--- config.mk ---
export PLATFORM = sky130hd
export DESIGN_NAME = ultrasonic_echo_ranger
export DESIGN_NICKNAME = d
export VERILOG_FILES = /design/src/design/uer_pkg.sv /design/src/design/uer_csr.sv /design/src/design/uer_dp.sv /design/src/design/uer_ctrl.sv /design/src/design/ultrasonic_echo_ranger.sv
export SDC_FILE = /design/constraint.sdc
export NUM_CORES = 1
export LEC_CHECK = 0
export ABC_CLOCK_PERIOD_IN_PS = 7900
export BUFFER_PORTS_ARGS = -buffer_cell sky130_fd_sc_hd__clkbuf_2
export CAP_MARGIN = 15
export CORE_MARGIN = 2
export CORE_UTILIZATION = 60
export CTS_CLUSTER_SIZE = 8
export DETAILED_ROUTE_END_ITERATION = 7
export GPL_ROUTABILITY_DRIVEN = 0
export PLACE_DENSITY = 0.79
export SYNTH_ARGS = -nofsm -noshare
export SYNTH_HDL_FRONTEND = slang
export SYNTH_SLANG_ARGS = --single-unit
--- constraint.sdc ---
create_clock -name clock -period 7.9 [get_ports clock]
set_clock_uncertainty 0.2 [all_clocks]
set_input_delay 0.395 -clock clock [delete_from_list [all_inputs] [get_ports clock]]
set_output_delay 0.395 -clock clock [all_outputs]
set_load 0.01 [all_outputs]
--- src/design/uer_pkg.sv ---
// Shared types, constants and helpers of the ultrasonic echo ranger.
// Used by every module of the block; depends on nothing.
package uer_pkg;

   // Timer width of the echo waits
   localparam int TIMEOUT_BITS = 16;
   localparam int TICK_W       = (TIMEOUT_BITS < 16) ? TIMEOUT_BITS : 16;
   localparam logic [32:0] TIMEOUT_MAX = (33'd1 << TIMEOUT_BITS) - 33'd1;

   // Trigger pulse shape, in ticks
   localparam logic [TICK_W:0] LOW_TICKS  = (TICK_W+1)'(2);
   localparam logic [TICK_W:0] HIGH_TICKS = (TICK_W+1)'(10);

   // Averaging and scaling
   localparam int SUM_W     = 24;
   localparam int CNT_W     = 8;
   localparam int DIST_W    = 19;
   localparam int DIV_CNT_W = $clog2(SUM_W);
   localparam logic [DIV_CNT_W-1:0] DIV_LAST = DIV_CNT_W'(SUM_W - 1);
   localparam int PROD_W    = SUM_W + DIST_W;
   localparam logic [DIST_W-1:0] SCALE_Q16    = 19'd288070;
   localparam logic [DIST_W-1:0] DIST_MAX     = 19'd288070;
   localparam logic [DIST_W-1:0] RANGE_MIN_Q8 = 19'd512;
   localparam logic [DIST_W-1:0] RANGE_MAX_Q8 = 19'd115200;

   // Stream and register port widths
   localparam int REQ_W      = 8;
   localparam int RSP_W      = 32;
   localparam int CSR_ADDR_W = 4;
   localparam int CSR_DATA_W = 32;

   // Register indexes (byte address / 4)
   localparam logic [1:0] REG_RISE_TIMEOUT = 2'd0;
   localparam logic [1:0] REG_HIGH_TIMEOUT = 2'd1;
   localparam logic [1:0] REG_SAMPLE_COUNT = 2'd2;

   localparam logic [15:0]      RISE_TIMEOUT_RST = 16'd10000;
   localparam logic [15:0]      HIGH_TIMEOUT_RST = 16'd30000;
   localparam logic [CNT_W-1:0] SAMPLE_COUNT_RST = 8'd1;

   typedef enum logic [2:0] {
      PH_IDLE = 3'd0,
      PH_LOW  = 3'd1,
      PH_HIGH = 3'd2,
      PH_RISE = 3'd3,
      PH_FALL = 3'd4
   } phase_type;

   typedef enum logic [2:0] {
      ENG_TICK     = 3'd0,
      ENG_DIV_LOAD = 3'd1,
      ENG_DIV      = 3'd2,
      ENG_MUL      = 3'd3,
      ENG_SCALE    = 3'd4,
      ENG_OUT      = 3'd5
   } eng_type;

   typedef struct packed {
      logic [15:0]      rise_timeout;
      logic [15:0]      high_timeout;
      logic [CNT_W-1:0] sample_count;
   } cfg_type;

   typedef struct packed {
      logic tick_clear;
      logic tick_one;
      logic tick_incr;
      logic burst_clear;
      logic sample_end;
      logic sample_good;
      logic div_load;
      logic div_step;
      logic mul_load;
      logic held_load;
      logic out_load;
      logic out_trig;
      logic out_busy;
      logic out_done;
   } cmd_type;

   typedef struct packed {
      logic low_last;
      logic high_last;
      logic rise_expired;
      logic fall_expired;
      logic burst_last;
      logic div_last;
   } status_type;

   // Clamp a timeout register to what the tick timer can count
   function automatic logic [TICK_W-1:0] timeout_limit(input logic [15:0] value);
      if ({17'd0, value} < TIMEOUT_MAX) begin
         return TICK_W'(value);
      end
      return TICK_W'(TIMEOUT_MAX);
   endfunction

endpackage

--- src/design/uer_csr.sv ---
// Configuration registers of the echo ranger behind a simple APB-style port.
// Depends on uer_pkg.
module uer_csr (
   input  logic                             clock,
   input  logic                             reset,
   input  logic                             csr_psel,
   input  logic                             csr_penable,
   input  logic                             csr_pwrite,
   input  logic [uer_pkg::CSR_ADDR_W-1:0]   csr_paddr,
   input  logic [uer_pkg::CSR_DATA_W-1:0]   csr_pwdata,
   output logic [uer_pkg::CSR_DATA_W-1:0]   csr_prdata,
   output logic                             csr_pready,
   output uer_pkg::cfg_type                 cfg
);
   import uer_pkg::*;

   cfg_type    cfg_ff, cfg_in;
   logic       wr_en;
   logic [1:0] reg_idx;

   assign csr_pready = 1'b1;
   assign wr_en      = csr_psel && csr_penable && csr_pwrite && csr_pready;
   assign reg_idx    = csr_paddr[3:2];
   assign cfg        = cfg_ff;

   always_comb begin
      cfg_in = cfg_ff;
      if (wr_en) begin
         case (reg_idx)
            REG_RISE_TIMEOUT: cfg_in.rise_timeout = csr_pwdata[15:0];
            REG_HIGH_TIMEOUT: cfg_in.high_timeout = csr_pwdata[15:0];
            REG_SAMPLE_COUNT: cfg_in.sample_count = csr_pwdata[CNT_W-1:0];
            default:          cfg_in = cfg_ff;
         endcase
      end
   end

   always_comb begin
      case (reg_idx)
         REG_RISE_TIMEOUT: csr_prdata = CSR_DATA_W'(cfg_ff.rise_timeout);
         REG_HIGH_TIMEOUT: csr_prdata = CSR_DATA_W'(cfg_ff.high_timeout);
         REG_SAMPLE_COUNT: csr_prdata = CSR_DATA_W'(cfg_ff.sample_count);
         default:          csr_prdata = '0;
      endcase
   end

   always_ff @(posedge clock) begin
      if (reset) begin
         cfg_ff.rise_timeout <= RISE_TIMEOUT_RST;
         cfg_ff.high_timeout <= HIGH_TIMEOUT_RST;
         cfg_ff.sample_count <= SAMPLE_COUNT_RST;
      end else begin
         cfg_ff <= cfg_in;
      end
   end

endmodule

--- src/design/uer_dp.sv ---
// Datapath of the echo ranger: tick timer, burst accumulators, serial divider,
// scaling multiplier and the result register. Depends on uer_pkg.
module uer_dp (
   input  logic                        clock,
   input  logic                        reset,
   input  uer_pkg::cfg_type            cfg,
   input  uer_pkg::cmd_type            cmd,
   output uer_pkg::status_type         status,
   output logic [uer_pkg::RSP_W-1:0]   rsp_tdata
);
   import uer_pkg::*;

   logic [TICK_W-1:0]    ticks_ff, ticks_in;
   logic [SUM_W-1:0]     sum_ff, sum_in;
   logic [CNT_W-1:0]     taken_ff, taken_in;
   logic [CNT_W-1:0]     good_ff, good_in;
   logic [DIST_W-1:0]    held_ff, held_in;
   logic [CNT_W-1:0]     rem_ff, rem_in;
   logic [SUM_W-1:0]     quot_ff, quot_in;
   logic [DIV_CNT_W-1:0] div_cnt_ff, div_cnt_in;
   logic [PROD_W-1:0]    prod_ff, prod_in;
   logic [RSP_W-1:0]     rsp_ff, rsp_in;

   logic [TICK_W:0]      tick_plus;
   logic [TICK_W-1:0]    rise_lim;
   logic [TICK_W-1:0]    high_lim;
   logic [SUM_W:0]       sum_add;
   logic [CNT_W-1:0]     taken_next;
   logic [CNT_W:0]       rem_shift;
   logic                 rem_fit;
   logic [PROD_W-17:0]   scaled;
   logic                 ok;
   logic [DIST_W-1:0]    dist_q8;
   logic                 far_out;

   assign tick_plus  = {1'b0, ticks_ff} + (TICK_W+1)'(1);
   assign rise_lim   = timeout_limit(cfg.rise_timeout);
   assign high_lim   = timeout_limit(cfg.high_timeout);
   assign taken_next = taken_ff + CNT_W'(1);
   assign sum_add    = {1'b0, sum_ff} + (SUM_W+1)'(ticks_ff);

   assign status.low_last     = tick_plus >= LOW_TICKS;
   assign status.high_last    = tick_plus >= HIGH_TICKS;
   assign status.rise_expired = tick_plus >= {1'b0, rise_lim};
   assign status.fall_expired = ticks_ff >= high_lim;
   assign status.burst_last   = taken_next >= cfg.sample_count;
   assign status.div_last     = div_cnt_ff == DIV_LAST;

   // Tick timer and burst accumulators
   always_comb begin
      ticks_in = ticks_ff;
      sum_in   = sum_ff;
      taken_in = taken_ff;
      good_in  = good_ff;
      if (cmd.tick_clear) begin
         ticks_in = '0;
      end else if (cmd.tick_one) begin
         ticks_in = TICK_W'(1);
      end else if (cmd.tick_incr) begin
         ticks_in = tick_plus[TICK_W-1:0];
      end
      if (cmd.burst_clear) begin
         sum_in   = '0;
         taken_in = '0;
         good_in  = '0;
      end else if (cmd.sample_end) begin
         taken_in = taken_next;
         if (cmd.sample_good) begin
            // saturate the width sum
            sum_in  = sum_add[SUM_W] ? {SUM_W{1'b1}} : sum_add[SUM_W-1:0];
            good_in = good_ff + CNT_W'(1);
         end
      end
   end

   // Restoring divider, one quotient bit per cycle
   assign rem_shift = {rem_ff, quot_ff[SUM_W-1]};
   assign rem_fit   = rem_shift >= {1'b0, good_ff};

   always_comb begin
      rem_in     = rem_ff;
      quot_in    = quot_ff;
      div_cnt_in = div_cnt_ff;
      if (cmd.div_load) begin
         rem_in     = '0;
         quot_in    = sum_ff;
         div_cnt_in = '0;
      end else if (cmd.div_step) begin
         rem_in     = rem_fit ? CNT_W'(rem_shift - {1'b0, good_ff}) : rem_shift[CNT_W-1:0];
         quot_in    = {quot_ff[SUM_W-2:0], rem_fit};
         div_cnt_in = div_cnt_ff + DIV_CNT_W'(1);
      end
   end

   // Scale average to 1/256 cm, then clamp
   assign prod_in = cmd.mul_load ? PROD_W'(quot_ff) * PROD_W'(SCALE_Q16) : prod_ff;
   assign scaled  = prod_ff[PROD_W-1:16];

   always_comb begin
      held_in = held_ff;
      if (cmd.held_load) begin
         if (good_ff == '0) begin
            held_in = '0;
         end else if (scaled > (PROD_W-16)'(DIST_MAX)) begin
            held_in = DIST_MAX;
         end else begin
            held_in = scaled[DIST_W-1:0];
         end
      end
   end

   // Result fields
   assign ok      = !cmd.out_busy && (good_ff != '0);
   assign dist_q8 = ok ? held_ff : '0;
   assign far_out = ok && ((dist_q8 < RANGE_MIN_Q8) || (dist_q8 > RANGE_MAX_Q8));

   always_comb begin
      rsp_in = rsp_ff;
      if (cmd.out_load) begin
         rsp_in = {(cmd.out_busy ? {CNT_W{1'b0}} : good_ff), dist_q8, far_out, ok,
                   cmd.out_done, cmd.out_busy, cmd.out_trig};
      end
   end

   assign rsp_tdata = rsp_ff;

   always_ff @(posedge clock) begin
      if (reset) begin
         ticks_ff <= '0;
         sum_ff   <= '0;
         taken_ff <= '0;
         good_ff  <= '0;
         held_ff  <= '0;
      end else begin
         ticks_ff <= ticks_in;
         sum_ff   <= sum_in;
         taken_ff <= taken_in;
         good_ff  <= good_in;
         held_ff  <= held_in;
      end
   end

   always_ff @(posedge clock) begin
      rem_ff     <= rem_in;
      quot_ff    <= quot_in;
      div_cnt_ff <= div_cnt_in;
      prod_ff    <= prod_in;
      rsp_ff     <= rsp_in;
   end

endmodule

--- src/design/uer_ctrl.sv ---
// Controller of the echo ranger: measurement phase sequencer, post-burst
// engine sequence and stream handshakes. Depends on uer_pkg.
module uer_ctrl (
   input  logic                  clock,
   input  logic                  reset,
   input  logic                  req_tvalid,
   output logic                  req_tready,
   input  logic                  echo_level,
   input  logic                  start_request,
   output logic                  rsp_tvalid,
   input  logic                  rsp_tready,
   input  uer_pkg::status_type   status,
   output uer_pkg::cmd_type      cmd
);
   import uer_pkg::*;

   phase_type phase_ff, phase_in;
   eng_type   eng_ff, eng_in;
   logic      rsp_valid_ff, rsp_valid_in;
   logic      accept;
   logic      end_smp;
   logic      end_good;

   assign req_tready = (eng_ff == ENG_TICK) && (!rsp_valid_ff || rsp_tready);
   assign accept     = req_tvalid && req_tready;
   assign rsp_tvalid = rsp_valid_ff;

   always_comb begin
      cmd      = '0;
      phase_in = phase_ff;
      eng_in   = eng_ff;
      end_smp  = 1'b0;
      end_good = 1'b0;
      case (eng_ff)
         ENG_TICK: begin
            if (accept) begin
               cmd.out_load = 1'b1;
               case (phase_ff)
                  PH_IDLE: begin
                     if (start_request) begin
                        phase_in        = PH_LOW;
                        cmd.tick_clear  = 1'b1;
                        cmd.burst_clear = 1'b1;
                     end
                  end
                  PH_LOW: begin
                     if (status.low_last) begin
                        phase_in       = PH_HIGH;
                        cmd.tick_clear = 1'b1;
                     end else begin
                        cmd.tick_incr = 1'b1;
                     end
                  end
                  PH_HIGH: begin
                     cmd.out_trig = 1'b1;
                     if (status.high_last) begin
                        phase_in       = PH_RISE;
                        cmd.tick_clear = 1'b1;
                     end else begin
                        cmd.tick_incr = 1'b1;
                     end
                  end
                  PH_RISE: begin
                     if (echo_level) begin
                        phase_in     = PH_FALL;
                        cmd.tick_one = 1'b1;
                     end else if (status.rise_expired) begin
                        end_smp = 1'b1;
                     end else begin
                        cmd.tick_incr = 1'b1;
                     end
                  end
                  PH_FALL: begin
                     if (!echo_level) begin
                        end_smp  = 1'b1;
                        end_good = 1'b1;
                     end else if (status.fall_expired) begin
                        end_smp = 1'b1;
                     end else begin
                        cmd.tick_incr = 1'b1;
                     end
                  end
                  default: begin
                     phase_in       = PH_IDLE;
                     cmd.tick_clear = 1'b1;
                  end
               endcase
               if (end_smp) begin
                  cmd.sample_end  = 1'b1;
                  cmd.sample_good = end_good;
                  cmd.tick_clear  = 1'b1;
                  if (status.burst_last) begin
                     // hold the result until the average is ready
                     phase_in     = PH_IDLE;
                     cmd.out_load = 1'b0;
                     eng_in       = ENG_DIV_LOAD;
                  end else begin
                     phase_in = PH_LOW;
                  end
               end
               cmd.out_busy = phase_in != PH_IDLE;
            end
         end
         ENG_DIV_LOAD: begin
            cmd.div_load = 1'b1;
            eng_in       = ENG_DIV;
         end
         ENG_DIV: begin
            cmd.div_step = 1'b1;
            if (status.div_last) begin
               eng_in = ENG_MUL;
            end
         end
         ENG_MUL: begin
            cmd.mul_load = 1'b1;
            eng_in       = ENG_SCALE;
         end
         ENG_SCALE: begin
            cmd.held_load = 1'b1;
            eng_in        = ENG_OUT;
         end
         ENG_OUT: begin
            cmd.out_load = 1'b1;
            cmd.out_done = 1'b1;
            eng_in       = ENG_TICK;
         end
         default: begin
            eng_in = ENG_TICK;
         end
      endcase
   end

   always_comb begin
      if (cmd.out_load) begin
         rsp_valid_in = 1'b1;
      end else if (rsp_tready) begin
         rsp_valid_in = 1'b0;
      end else begin
         rsp_valid_in = rsp_valid_ff;
      end
   end

   always_ff @(posedge clock) begin
      if (reset) begin
         phase_ff     <= PH_IDLE;
         eng_ff       <= ENG_TICK;
         rsp_valid_ff <= 1'b0;
      end else begin
         phase_ff     <= phase_in;
         eng_ff       <= eng_in;
         rsp_valid_ff <= rsp_valid_in;
      end
   end

endmodule

--- src/design/ultrasonic_echo_ranger.sv ---
// Top level of the ultrasonic echo ranger: trigger/echo sequencing per
// microsecond tick, burst averaging and distance scaling.
// Depends on uer_pkg, uer_csr, uer_ctrl and uer_dp.
//
//   channel   direction  handshake              payload
//   req_      in         req_tvalid/req_tready  echo_level, start_request
//   rsp_      out        rsp_tvalid/rsp_tready  one result per request
//   csr_      in/out     psel/penable/pready    three timing/burst registers
//
// A request that does not close a burst loads its result into the output register
// when it is taken; a new request is taken once the output register is empty or in
// the cycle its result leaves. The request that closes a burst runs through the
// accept cycle, a divider load, a restoring divide (one quotient bit per cycle),
// a multiply stage, a clamp stage and the output load.
// Reset is synchronous, active high; it clears the phase, the accumulators
// and the held distance, and loads the register defaults.
// A stalled result holds the output register and blocks further requests.
module ultrasonic_echo_ranger (
   input  logic                             clock,
   input  logic                             reset,
   // request stream
   input  logic                             req_tvalid,
   output logic                             req_tready,
   // [0] echo_level, [1] start_request, [7:2] zero
   input  logic [uer_pkg::REQ_W-1:0]        req_tdata,
   // result stream
   output logic                             rsp_tvalid,
   input  logic                             rsp_tready,
   // [0] trigger_level, [1] busy_res, [2] done_res, [3] reading_ok,
   // [4] out_of_range, [23:5] distance_q8, [31:24] valid_count
   output logic [uer_pkg::RSP_W-1:0]        rsp_tdata,
   // register port
   input  logic                             csr_psel,
   input  logic                             csr_penable,
   input  logic                             csr_pwrite,
   input  logic [uer_pkg::CSR_ADDR_W-1:0]   csr_paddr,
   input  logic [uer_pkg::CSR_DATA_W-1:0]   csr_pwdata,
   output logic [uer_pkg::CSR_DATA_W-1:0]   csr_prdata,
   output logic                             csr_pready
);
   import uer_pkg::*;

   cfg_type    cfg;
   cmd_type    cmd;
   status_type status;

   // Register file
   uer_csr u_csr (
      .clock       (clock),
      .reset       (reset),
      .csr_psel    (csr_psel),
      .csr_penable (csr_penable),
      .csr_pwrite  (csr_pwrite),
      .csr_paddr   (csr_paddr),
      .csr_pwdata  (csr_pwdata),
      .csr_prdata  (csr_prdata),
      .csr_pready  (csr_pready),
      .cfg         (cfg)
   );

   // Phase sequencer and handshakes
   uer_ctrl u_ctrl (
      .clock         (clock),
      .reset         (reset),
      .req_tvalid    (req_tvalid),
      .req_tready    (req_tready),
      .echo_level    (req_tdata[0]),
      .start_request (req_tdata[1]),
      .rsp_tvalid    (rsp_tvalid),
      .rsp_tready    (rsp_tready),
      .status        (status),
      .cmd           (cmd)
   );

   // Timers, accumulators, divider and result register
   uer_dp u_dp (
      .clock     (clock),
      .reset     (reset),
      .cfg       (cfg),
      .cmd       (cmd),
      .status    (status),
      .rsp_tdata (rsp_tdata)
   );

`ifndef ASSERT_OFF
   // Trigger is driven only while a burst runs
   a_trig_busy: assert property (@(posedge clock) disable iff (reset)
      rsp_tvalid && rsp_tdata[0] |-> rsp_tdata[1])
      else $error("trigger high outside a burst");

   // A finished burst reports idle
   a_done_idle: assert property (@(posedge clock) disable iff (reset)
      rsp_tvalid && rsp_tdata[2] |-> !rsp_tdata[1])
      else $error("done while busy");

   // A reading needs at least one valid sample
   a_ok_count: assert property (@(posedge clock) disable iff (reset)
      rsp_tvalid && rsp_tdata[3] |-> rsp_tdata[31:24] != 8'd0)
      else $error("reading without valid samples");

   // Without a reading, distance and range flag are zero
   a_no_reading: assert property (@(posedge clock) disable iff (reset)
      rsp_tvalid && !rsp_tdata[3] |-> (rsp_tdata[23:5] == 19'd0) && !rsp_tdata[4])
      else $error("distance shown without a reading");
`endif

endmodule

After elaboration in Yosys (flattened, before gate mapping):

Cells that the tools add are included.

* add/subtract/negate cells: 6
* multiply operators: 1
* order comparisons: 11
* eq/ne operators: 16
* multiplexer cells: 70
* reduce and logical (&&, ||, !) cells: 29

Operator list (count)
* two-way mux 24 bit: 3
* two-way mux 16 bit: 4
* two-way mux 19 bit: 3
* case mux 16 bit (3 select lines): 1
* multiplier 24 x 18 -> 42 bit (second input constant): 1
* two-way mux 1 bit: 37
* two-way mux 3 bit: 12
* < comparator 16 bit (second input constant): 2
* case mux 3 bit (5 select lines): 2
* > comparator 27 x 19 -> 1 bit (second input constant): 1
* adder 24 x 16 -> 25 bit: 1
* > comparator 19 x 17 -> 1 bit (second input constant): 1
* < comparator 19 x 10 -> 1 bit (second input constant): 1
* adder 16 x 1 -> 17 bit (second input constant): 1
* >= comparator 17 x 16 -> 1 bit: 1
* >= comparator 17 x 2 -> 1 bit (second input constant): 1
* >= comparator 17 x 4 -> 1 bit (second input constant): 1
* adder 8 x 1 -> 8 bit (second input constant): 2
* >= comparator 16 bit: 1
* == test 3 x 2 -> 1 bit (second input constant): 4
* two-way mux 6 bit: 2
* AND reduction 2 bit: 5
* == test 3 bit (second input constant): 3
* >= comparator 9 x 8 -> 1 bit: 1
* other kinds (25): 42

* bits in registers: 233
* output and inout port bits: 67
* logic and storage cells: 152

Longest topological paths before layout:

Gate-level depths: netlist of run 1.

* depth in word-level cells: 21
* depth in mapped cells: 20
* gate-level depth less buffers: 20

Modules after synthesis:

Synthesis of run 1 repeated with hierarchy kept, for this count alone.

* cells, all modules: 1896
* area, all modules: 18467.7 µm²

Modules (own cells, without submodules)
* uer_dp: times used 1, cells an instance 1592, area an instance 15776.4 µm², sequential area each 4254.1 µm²
* uer_csr: times used 1, cells an instance 225, area an instance 2078.2 µm², sequential area each 800.8 µm²
* uer_ctrl: times used 1, cells an instance 79, area an instance 613.1 µm², sequential area each 140.1 µm²

Worst setup path before layout of run 1:

OpenSTA, ideal clock, no wires.

* kind: reg-to-reg
* from: register u_dp.quot_ff[5]
* to: register u_dp.prod_ff[41] (data pin)
* arrival time: 5.460 ns
* data required time: 7.438 ns
* path slack: 1.978 ns
* cell stages (with the launch flop): 19
* path buffers: 0
* clock period less this slack: 5.922 ns
* path through: edfxtp_1 ha_1 ha_1 inv_1 fa_1 fa_1 fa_1 inv_1 fa_1 ha_1 and2_1 or4_1 nor3_1 nand3_1 a2111o_1 a21boi_0 o211a_1 o21bai_1 xor2_1

* longest elaborated chain between the ends: 1

RTL lines
* start, declared: RTL line uer_dp.sv:19 `logic [SUM_W-1:0] quot_ff, quot_in;`
* start signal, assigned: RTL line uer_dp.sv:145 `quot_ff <= quot_in;`
* multiplier 24 x 18 -> 42 bit: RTL line uer_dp.sv:96 `assign prod_in = cmd.mul_load ? PROD_W'(quot_ff) * PROD_W'(SCALE_Q16) : prod_ff;`
* end signal, assigned: RTL line uer_dp.sv:147 `prod_ff <= prod_in;`
* end, declared: RTL line uer_dp.sv:21 `logic [PROD_W-1:0] prod_ff, prod_in;`

Every way passes these cells.
A chain may end at the register's enable or synchronous reset.

Worst setup path after layout of run 1:

* from: register u_dp.quot_ff[6]
* to: register u_dp.prod_ff[41] (data pin)

The elaborated chain is that of the path after synthesis.

==> results of run 1 <==
metrics by stage:
step | worst slack (ps) | hold WS (ps) | utilization, %
after floorplan | 1980 | 243 | -
after global placement | 1490 | 259 | 63.0
after detailed placement | 1300 | 269 | 63.0
after CTS | 1310 | 27.4 | 66.4
after global routing | 1050 | 55.5 | 66.5
final | 1280 | 45.9 | 66.5
worst paths after layout:
path / depth (start not counted) / to / start / slack [ps]
worst max-delay path: 18 / u_dp.prod_ff[41]$_DFFE_PN_ / u_dp.quot_ff[6]$_DFFE_PP_ / 1280
worst min-delay path: 3 / u_dp.ticks_ff[0]$_SDFFE_PP0P_ / req_tdata[0] / 50
worst max register to register: 18 / u_dp.prod_ff[41]$_DFFE_PN_ / u_dp.quot_ff[6]$_DFFE_PP_ / 1280
worst min register to register: 2 / u_csr.cfg[25]$_SDFFE_PP0P_ / u_csr.cfg[25]$_SDFFE_PP0P_ / 270
power by group:
group	total [mW]	internal [mW]	switching, mW	leakage [nW]
clock	1.18	0.713	0.466	0.410
sequential	1.20	1.18	0.0141	1.87
combinational	0.208	0.0813	0.127	7.00
total	2.59	1.98	0.607	9.28
final cells by class:
type	instances	share of cell area [%]
clock buffers	47	4.23
clock inverters	2	0.0760
inverters	289	5.49
multi-input cells	1356	58.3
flip-flops and latches	218	26.3
well taps	390	2.47
repair buffers	102	3.15
per-layer routing:
layer	vias to the layer above	share of wire, %	GRT usage (%)
met4	0	2.4	7.07
met5	-	0	0
met2	433	47	43.2
li1	6673	-	-
met3	85	5.5	3.62
met1	6433	45	33.4
cell families (layout without fill, tap and decap cells):
family | count (synthesis) | in the layout | share of synthesized area [%]
flops | 218 | 218 | 28.7
mux | 56 | 56 | 3.25
compound gates | 305 | 305 | 11.1
fa+ha+maj | 385 | 385 | 31.4
other cells | 2 | 17 | 0.0414
buf+inv | 360 | 440 | 8.28
xor+xnor | 86 | 86 | 4.16
simple gates | 507 | 507 | 13.2
sequential cells by signal, summed over array words and instances (netlist names):
name / cells
u_dp.taken_ff: 8
u_dp.held_ff: 19
u_dp.good_ff: 8
u_csr.cfg: 40
u_ctrl.eng_ff: 3
u_dp.rem_ff: 8
u_dp.quot_ff: 24
u_dp.rsp_tdata: 32
u_ctrl.rsp_tvalid: 1
u_dp.prod_ff: 27
u_ctrl.phase_ff: 3
u_dp.sum_ff: 24
u_dp.ticks_ff: 16
u_dp.div_cnt_ff: 5
placed cells by master, fill, tap and decap left out, types with 26 or more instances in the layout:
master	synthesis	final
nand2_1	140	140
ha_1	269	269
inv_1	289	289
nand3_1	32	32
clkbuf_16	0	31
o21ai_0	77	77
a21oi_1	81	81
xnor2_1	60	60
clkbuf_2	0	76
dfxtp_1	135	135
edfxtp_1	83	83
xor2_1	26	26
fa_1	116	116
nor2_1	166	166
nor3_1	48	46
mux2i_1	33	33
worst min-delay path, delay by kind of cell:
family / cells / cell delay (ps)
simple gates: 1 / 130
compound gates: 1 / 90
buf+inv: 1 / 120
==> run metrics, run 1 <==
post-DR wirelength/cell 16.4 um; drt drc 0; Yosys top cell area share 18.6%; minimum clock period 6620 ps; final hold vios 0; Synth-to-Final Area Change 8.99%; hold buffer count at cts 16; most common cell in the netlist inv_1; Final Instance Area 19,800 um2; post-synth top area cell ha_1; CP max FO 7; initial antenna violation count 2; Slew HR 24.8%; I/O pins 118; vias in the first global route 13,657; Hold WC Path Type in2reg; CTS tree done; Antenna Nets Post-Route 0; clk buf depth 3; NumNets Final 2,434; fill count 2,271; post-route insts no fill 2,404; Vert. Die Dim 178 um; DR pass1 iterations 5; clock latency on the worst-skew pair 550 ps; Total GRT Usage 25.3%; num rows 63; HPWL Detailed 30.7 mm; slowest cell delay on critical path 550 ps; cell count after synthesis 1,919; ANT cells 0; pwr dens 131 nW/um2; core area 29,700 um2; Peak Freq 0.151 GHz; Avg Cell Area, Syn 9.44 um2; pin count of the biggest net entering global routing 56; synthesis-stage register bit count 218; Cell Area, Synth 18,100 um2; layout cells sized above 1 8.54%; clock buffer count from CTS 31; Reg area 5190 um2; RSZ-0062 raised after global routing no; root buffer cell clkbuf_16; ys async rst share 0%; Area contributors post-synth ha_1 19%, dfxtp_1 15%, edfxtp_1 14%, fa_1 13%, inv_1 6.0%; CP Capture Type flop; status finished clean; Slowest cell on crit path fa_1; vias per cell 5.67; maxcap violations 0; list of most frequent post-synthesis cells 289 x inv_1, 269 x ha_1, 166 x nor2_1; first-pass GRT wire length 65.2 mm; via count 13,624; CP delay by family, top adder cells; endpoints failing setup 0; leak pwr 9.28 nW; Post-synth EDFFs 83; CTS Sinks 218; top_reg_cell synth dfxtp_1; fin crit share 83.9%; total global routing overflow 0; Crit Path Category reg2reg; initial DRC count 940; multi-input logic area 11,500 um2; CP Launch Type flop; die footprint 31,600 um2; final setup TNS 0 ps; synth unique cells 85; H-tree Lvls 1; Die X 178 um; CP bufs+invs 2; critical path required time 7980 ps; worst-path cell chain ha_1 > ha_1 > inv_1 > fa_1 > fa_1 > fa_1 > inv_1 > fa_1 > ha_1 > and2_1 > or4_1 > nor3_1 > nand3_1 > a2111o_1 > a21boi_0 > o211a_1 > o21bai_1 > xor2_1; port bufs 76; Post-DP Area 18,700 um2; Reg clk slew, reported paths 50 ps; initial core utilization 61.0%; maximum vdd drop 0.180 mV; yosys warns 0; critical path arrival 6710 ps; Slew @ Worst Pin 1130 ps; cell mode on critical path fa_1; final slew viol count 0; register area share after synthesis 28.7%; WL final 39.3 mm; postcts setup bufs 0; Tot Pwr 2.59 mW; Inst Count DP 2,338; Resize count post-CTS 0
Note: power is estimated with default switching activity, not from simulation.
==> run 2, diff against run 1 <==
--- a/config.mk
+++ b/config.mk
@@ -5,7 +5,7 @@
 export SDC_FILE = /design/constraint.sdc
 export NUM_CORES = 1
 export LEC_CHECK = 0
-export ABC_CLOCK_PERIOD_IN_PS = 7900
+export ABC_CLOCK_PERIOD_IN_PS = 6100
 export BUFFER_PORTS_ARGS = -buffer_cell sky130_fd_sc_hd__clkbuf_2
 export CAP_MARGIN = 15
 export CORE_MARGIN = 2
==> constraint.sdc (replaced) <==
create_clock -name clock -period 6.1 [get_ports clock]
set_clock_uncertainty 0.2 [all_clocks]
set_input_delay 0.305 -clock clock [delete_from_list [all_inputs] [get_ports clock]]
set_output_delay 0.305 -clock clock [all_outputs]
set_load 0.01 [all_outputs]
==> run metrics, run 2 (same netlist as run 1, synthesis figures left out) <==
fin crit share 97.9% (+14 points); pin count of the biggest net entering global routing 56 (unchanged); maximum vdd drop 0.225 mV (+25%); final hold vios 0 (unchanged); Die X 178 um (unchanged); Total GRT Usage 26.7% (+1.4 points); I/O pins 118 (unchanged); commonest non-fill, non-tap cells in the layout 289 x inv_1, 268 x ha_1, 166 x nor2_1; Post-DP Area 18,900 um2 (+1.2%); Largest register FFs 40 (unchanged); fill count 2,260 (-0.48%); CP max FO 3 (-4); Reg clk slew, reported paths 50 ps (about the same); initial DRC count 1,016 (+8.1%); H-tree Lvls 1 (unchanged); Final Instance Area 20,000 um2 (+1.5%); first-pass GRT wire length 68.5 mm (+5.0%); Crit Path Category reg2reg; commonest non-fill, non-tap cell in the layout inv_1; clock buffer count from CTS 31 (unchanged); initial antenna violation count 0 (-2); Hold WC Path Type in2reg; NumNets Final 2,468 (+1.4%); CTS Sinks 218 (unchanged); multi-input logic area 11,500 um2 (+0.20%); total global routing overflow 0 (unchanged); initial core utilization 61.0% (unchanged); Vert. Die Dim 178 um (unchanged); Slew HR 25.9% (+1.1 points); post-DR wirelength/cell 17.0 um (+4.1%); port bufs 76 (unchanged); Inst Count DP 2,367 (+1.2%); minimum clock period 5970 ps (-651 ps); WHS 3.61 ps (-42.3 ps); root buffer cell clkbuf_16; vias in the first global route 14,244 (+4.3%); clock latency on the worst-skew pair 570 ps (+20 ps); Antenna Nets Post-Route 0 (unchanged); pwr dens 168 nW/um2 (+28%); core area 29,700 um2 (unchanged); Synth-to-Final Area Change 10.6%; Reg2Reg Depth 19 (+1); WL final 41.5 mm (+5.6%); vias per cell 5.73 (+1.1%); maxcap violations 0 (unchanged); num rows 63 (unchanged); CP Launch Type flop; critical path required time 6190 ps (-1790 ps); ANT cells 0 (unchanged); Peak Freq 0.167 GHz (+11%); post-route insts no fill 2,438 (+1.4%); DR pass1 iterations 6 (+1); Slew @ Worst Pin 1110 ps (-16.3 ps); endpoints failing setup 0 (unchanged); Hold Path Depth 4 (+1); final slew viol count 0 (unchanged); critical path arrival 6060 ps (-650 ps); leak pwr 9.46 nW (+1.8%); clk buf depth 3 (unchanged); Reg area 5190 um2 (unchanged); HPWL Detailed 32.0 mm (+4.3%); CP Capture Type flop; CTS tree done; status finished clean; layout cells sized above 1 10.3% (+1.8 points); die footprint 31,600 um2 (unchanged); via count 13,969 (+2.5%); drt drc 0 (unchanged)
[run 2: changes by cell type in the layout (fill, tap and decap cells not counted), sizes merged]
cell	previous run	this run
buf	10	43
clkbuf	123	122
clkinv	0	2
dlygate4sd3	16	17
inv	291	290
[run 2: final cells by class]
| type | count | share of cell area, % |
|---|---|---|
| clock buffer | 46 | 4.15 |
| clock inverter | 3 | 0.150 |
| inverter | 289 | 5.41 |
| multi-input combinational | 1356 | 57.5 |
| sequential | 218 | 25.9 |
| tap | 390 | 2.43 |
| timing repair buffer | 136 | 4.41 |
[run 2: per-layer routing]
| metal | share of wire [%] | vias up | wire length [um] | GRT usage [%] |
|---|---|---|---|---|
| met4 | 3.1 | 0 | 1310 | 9.29 |
| met5 | 0 | - | 0 | 0 |
| met2 | 48 | 451 | 19900 | 45.7 |
| met1 | 43 | 6668 | 18000 | 34.5 |
| met3 | 5.4 | 97 | 2260 | 3.92 |
| li1 | - | 6753 | - | - |
[run 2: per-stage QoR]
step,worst slack (ps),total power [mW],setup TNS [ps],util (%)
final,126,3.36,0,67.5
after global routing,-34.0,3.49,-34.0,67.5
after CTS,3.99,3.38,0,67.2
after detailed placement,-18.3,1.83,-18.3,63.7
after global placement,102,1.82,0,63.7
after floorplan,178,1.77,0,-
[run 2: path summary, 6_finish.rpt]
path                               from                              to  slack (ps)
max           u_dp.quot_ff[5]$_DFFE_PP_      u_dp.prod_ff[41]$_DFFE_PN_         130
max reg2reg   u_dp.quot_ff[5]$_DFFE_PP_      u_dp.prod_ff[41]$_DFFE_PN_         130
min reg2reg  u_csr.cfg[30]$_SDFFE_PP0P_      u_csr.cfg[30]$_SDFFE_PP0P_         280
min                          rsp_tready  u_ctrl.rsp_tvalid$_SDFFE_PP0P_           4
[run 2: power breakdown]
part / internal [mW] / switching [mW]
clock: 0.926 / 0.617
sequential: 1.53 / 0.0188
combinational: 0.106 / 0.163
total: 2.56 / 0.799
[run 2: worst max-delay path, stage by stage, from the launching register on]
cell	delay, ps
edfxtp_1	420
ha_1	330
ha_1	280
inv_1	60
fa_1	570
fa_1	450
fa_1	540
inv_1	50
fa_1	470
ha_1	300
and2_1	150
or4_4	430
nor3_2	120
nand3_1	130
a2111o_1	480
a21boi_1	160
buf_4	140
o211a_4	180
o21bai_1	80
xor2_1	160
[run 2: repair_timing]
action	4_1_cts	5_1_grt
hold buffers	17	0
pin swaps	2	7
setup buffers	1	2
resized for setup	1	5
endpoints found under the hold margin	41	0
endpoints found under the setup margin	1	9
